**config.mk**
```make
export PLATFORM = sky130hd
export DESIGN_NAME = pfpt_ctrl
export DESIGN_NICKNAME = d
export VERILOG_FILES = /design/src/rtl/pfpt_pkg.sv /design/src/rtl/pfpt_ctrl.sv
export SDC_FILE = /design/constraint.sdc
export NUM_CORES = 1
export LEC_CHECK = 0
export BUFFER_PORTS_ARGS = -buffer_cell sky130_fd_sc_hd__clkbuf_2
export CAP_MARGIN = 40
export CORE_AREA = 3 3 40 42
export CTS_BUF_LIST = sky130_fd_sc_hd__clkbuf_4 sky130_fd_sc_hd__clkbuf_8 sky130_fd_sc_hd__clkbuf_16
export DETAILED_ROUTE_END_ITERATION = 8
export DIE_AREA = 0 0 43 45
export SYNTH_ARGS = -nofsm -noshare
export SYNTH_HDL_FRONTEND = slang
export SYNTH_SLANG_ARGS = --single-unit
```
**constraint.sdc**
```tcl
create_clock -name clk -period 1.2 [get_ports clk]
set_clock_uncertainty 0.05 [all_clocks]
set_input_delay 0 -clock clk [delete_from_list [all_inputs] [get_ports clk]]
set_output_delay 0 -clock clk [all_outputs]
set_load 0.005 [all_outputs]
```
**src/rtl/pfpt_pkg.sv**
```systemverilog
// pfpt_pkg: shared widths, codes and control structs of the frame phase tracker.
// No dependencies; used by the interfaces and all rtl modules.
package pfpt_pkg;

  localparam int TIME_W    = 48;
  localparam int PHASE_W   = 32;
  localparam int ACTION_W  = 3;
  localparam int STATUS_W  = 2;
  localparam int CFG_IDX_W = 2;

  // bit of the action code that marks a query (codes four to seven)
  localparam int ACT_QUERY_BIT = 2;

  localparam logic [ACTION_W-1:0] ACT_SHIFT_PHASE = 3'd0;
  localparam logic [ACTION_W-1:0] ACT_SET_PHASE   = 3'd1;
  localparam logic [ACTION_W-1:0] ACT_SHIFT_FREQ  = 3'd2;
  localparam logic [ACTION_W-1:0] ACT_SET_FREQ    = 3'd3;

  localparam logic [STATUS_W-1:0] ST_OK       = 2'd0;
  localparam logic [STATUS_W-1:0] ST_BAD_TIME = 2'd1;
  localparam logic [STATUS_W-1:0] ST_FULL     = 2'd2;

  localparam logic [CFG_IDX_W-1:0] CFG_DECL_FREQ  = 2'd0;
  localparam logic [CFG_IDX_W-1:0] CFG_DECL_PHASE = 2'd1;

  typedef struct packed {
    logic start;       // request accepted, load operands and search bounds
    logic search_step; // narrow search bounds from the read start time
    logic fetch;       // search settled, segment read issued
    logic latch;       // capture selected segment
    logic calc;        // register the offset product
    logic finish;      // commit table update and load result
  } pfpt_cmd_t;

  typedef struct packed {
    logic in_query;
    logic search_done;
    logic out_free;
  } pfpt_sts_t;

endpackage

```
**src/rtl/pfpt_ctrl.sv**
```systemverilog
// pfpt_ctrl: sequencing state machine of the frame phase tracker.
// Depends on pfpt_pkg; drives pfpt_dp through command/status structs.
module pfpt_ctrl (
  input  logic                clk,
  input  logic                rst_n,
  input  logic                in_valid,
  output logic                in_ready,
  input  pfpt_pkg::pfpt_sts_t sts,
  output pfpt_pkg::pfpt_cmd_t cmd
);

  typedef enum logic [2:0] {
    S_IDLE, S_SRCH, S_SRCH_WAIT, S_FETCH_WAIT, S_CALC, S_FINISH
  } state_t;

  state_t state_r;
  logic   in_ready_r;
  logic   accept;

  assign accept   = in_valid && in_ready_r;
  assign in_ready = in_ready_r;

  always_comb begin
    cmd             = '0;
    cmd.start       = accept;
    cmd.search_step = (state_r == S_SRCH_WAIT);
    cmd.fetch       = (state_r == S_SRCH) && sts.search_done;
    cmd.latch       = (state_r == S_FETCH_WAIT);
    cmd.calc        = (state_r == S_CALC);
    cmd.finish      = (state_r == S_FINISH) && sts.out_free;
  end

  // ready stays low through reset and rises in the cycle after it
  always_ff @(posedge clk) begin
    if (!rst_n) begin
      state_r    <= S_IDLE;
      in_ready_r <= 1'b0;
    end else begin
      case (state_r)
        S_IDLE: begin
          if (accept) begin
            state_r    <= S_SRCH;
            in_ready_r <= 1'b0;
          end else begin
            in_ready_r <= 1'b1;
          end
        end
        S_SRCH:       state_r <= sts.search_done ? S_FETCH_WAIT : S_SRCH_WAIT;
        S_SRCH_WAIT:  state_r <= S_SRCH;
        S_FETCH_WAIT: state_r <= S_CALC;
        S_CALC:       state_r <= S_FINISH;
        S_FINISH: if (sts.out_free) begin
          state_r    <= S_IDLE;
          in_ready_r <= 1'b1;
        end
        default: begin
          state_r    <= S_IDLE;
          in_ready_r <= 1'b1;
        end
      endcase
    end
  end

endmodule

```
==> impl_metrics.ini <==
[power]
peakVddDrop_v = 0.0003558
powerDensity_mw_per_mm2 = 1278
power_leakage_nw = 0.1894

[cells_and_area]
area_delta_synth_final_pct = 57.29
finalNetCount = 55
ff_latch_area_um2 = 83.83
num-fill-cells = 146
final_cell_area_um2 = 377.9
fin_util = 0.2941
diodes = 0
multi_input_area_um2 = 142.6
drive_gt1_frac = 0.5319
fin_cells = 62

[logic_synthesis]
ys_seq_elements = 4
synth_nets = 37
synthXorXnorAreaFrac = 0
synth_top_family_by_area = simple AND/OR/NAND/NOR gates
synth_mux_area_frac = 0
synth_warnings = 0
synthDistinctLibCells = 18
ys_seq_area_frac = 0.3333
synth_area_um2 = 240.2
yosys.area_share.simple = 0.3073
synth_compound_area_frac = 0.2135
postSynthCellCount = 31
synth-adder-area-share = 0
synth_area_per_cell_um2 = 7.749

[drt]
ant_nets = 0
firstDrtPassIters = 2
vias = 273
drc = 0
drt-wirelength-per-cell_um = 10.47
routed_via_density = 4.403
drt_iter0_drc = 5
wirelength_um = 649

[grt]
antenna_found_initial = 0
track_usage = 0.07897
grt_overflow_total = 0
grt_pass1_wl_um = 1097
grt_pass1_vias = 272
grt_max_degree = 8

[floorplanning]
die_h_um = 45
initial_utilization = 0.1870
die_area_mm2 = 0.001935
die_w_um = 43
num_rows = 13
ios = 13
core_area_mm2 = 0.001285

[cts]
numCtsBuffers = 3
clk_path_buf_depth = 2
clockRootBuffer = clkbuf_4
cts_num_sinks = 4
cts_tree = done
insertion_delay_ns = 0.24
cts_max_level = 1
clk_pin_slew_ns = 0.04

[worst_setup_path]
path_max_fanout = 6
crit_type = flop to primary output
crit_end = cmd[3]
slowest_delay_ns = 0.32
cp-start-kind = flop
path_cells = buf_6 -> nand2b_4 -> nor3b_2 -> buf_2
cp.required_ns = 1.15
r2r-start = state_r[0]
cpMaxStageDelayCell = dfxtp_2
worst_setup_path_end_kind = primary output
reg2reg_slack_ns = 0.14
r2r_cells = 3
r2r_end = in_ready
cp.arrival_ns = 1.09
startpoint = state_r[1]

[job]
cap_violations = 0

[status]
status = finished clean

[sta]
setup_tns_ns = 0
fmax_ghz = 0.8802
final-hold-violation-count = 0
min_period_ns = 1.136
relSlewSlack = 0.8759
min_period_over_period = 0.9468
worst_pin_slew_ns = 0.1851
rsz0062_at_grt = false
slew_violations = 0
finalSetupViolCount = 0

[place]
io_buffers = 11
dpl-instance-area_um2 = 312.8
dp_hpwl_um = 431.5
place_inst = 57
place_congestion = 0.7155

[min_path]
min_from = sts[1]
hp-class = primary input to flop
Yosys cell counts (all sizes together):
| cell | count | share of area |
|---|---|---|
| o21a | 1 | 0.031 |
| nand2b | 1 | 0.026 |
| buf | 3 | 0.099 |
| nor3b | 3 | 0.094 |
| inv | 3 | 0.047 |
| a211oi | 2 | 0.062 |
| dfxtp | 4 | 0.33 |
| nand2 | 4 | 0.062 |
| nor2 | 2 | 0.031 |
| nor3 | 1 | 0.021 |
| and3 | 1 | 0.026 |
| o21ai | 3 | 0.062 |
| a21o | 1 | 0.031 |
| a31oi | 1 | 0.026 |
| or3 | 1 | 0.047 |
layout make-up:
class,instances,share of cell area
tap,15,0.04967
timing repair buffer,16,0.2616
clock buffer,3,0.05960
sequential,4,0.2219
multi-input combinational,21,0.3775
inverter,3,0.02980
worst min-delay path by stage:
stage | to | slack, ns | cells past startpoint
2_1_floorplan | cmd[0] | 0.05 | 2
3_3_place_gp | state_r[0] | 0.21 | 3
3_5_place_dp | state_r[2] | 0.21 | 2
4_1_cts | state_r[0] | 0.05 | 3
5_1_grt | in_ready | 0.08 | 4
6_report | state_r[0] | 0.04 | 3
stage by stage:
step | setup WS, ns | hold WS [ns] | total power [mW]
finish | 0.06386 | 0.03654 | 0.4829
global route | 0.0001574 | 0.08491 | 0.5123
CTS | 0.005047 | 0.05015 | 0.4711
detailed placement | 0.1562 | 0.2148 | 0.2796
global placement | 0.1654 | 0.2101 | 0.2781
floorplan | 0.1058 | 0.04684 | 0.2461
worst max-delay path, delay by kind of cell, from the launching register on:
family                 cells  cell delay (ns)
AND/OR/NAND/NOR            2             0.28
buffers and inverters      2             0.25
flip-flops                 1             0.32
cell usage in the layout (no fill, tap or decap):
master / instances
dfxtp_1: 1
o21ai_1: 1
clkbuf_4: 3
buf_4: 3
a21o_1: 1
nor2_1: 2
o21a_1: 1
or3_4: 1
nor3_1: 1
a211oi_1: 2
buf_2: 1
dfxtp_2: 3
dlygate4sd3_1: 1
clkbuf_2: 10
a31oi_1: 1
nand2b_4: 1
and3_1: 1
nor3b_2: 2
buf_6: 1
nand2_1: 4
nor3b_1: 1
inv_1: 3
o21ai_0: 2
routing by layer:
metal / GRT usage / wire length [um]
met5: 0 / 0
met3: 0.02390 / 31
met1: 0.07914 / 279
met4: 0.07229 / 13
met2: 0.1317 / 324
cells by family after synthesis:
| kind of cell | Yosys count |
|---|---|
| simple gates | 13 |
| buf+inv | 6 |
| compound gates | 8 |
| flops | 4 |
flip-flops by register name (all words and copies together) (netlist names):
name      cells
in_ready      1
state_r       3
report_power, final:
| group | internal (mW) | switching [mW] | leakage (nW) | total, mW |
|---|---|---|---|---|
| clock network | 0.113 | 0.0668 | 0.0138 | 0.180 |
| logic | 0.0756 | 0.0585 | 0.141 | 0.134 |
| registers | 0.152 | 0.0174 | 0.0342 | 0.169 |
| total | 0.340 | 0.143 | 0.189 | 0.483 |
what timing repair did:
action                                  4_1_cts  5_1_grt
hold buffers                                  1        0
cloned                                        0        0
gates resized for setup                       2        6
endpoints found under the setup margin        1        4
endpoints found under the hold margin         3        0
buffers inserted                              0        1
pin swaps                                     0        1
No activity file was read; power rests on OpenSTA's default activity.
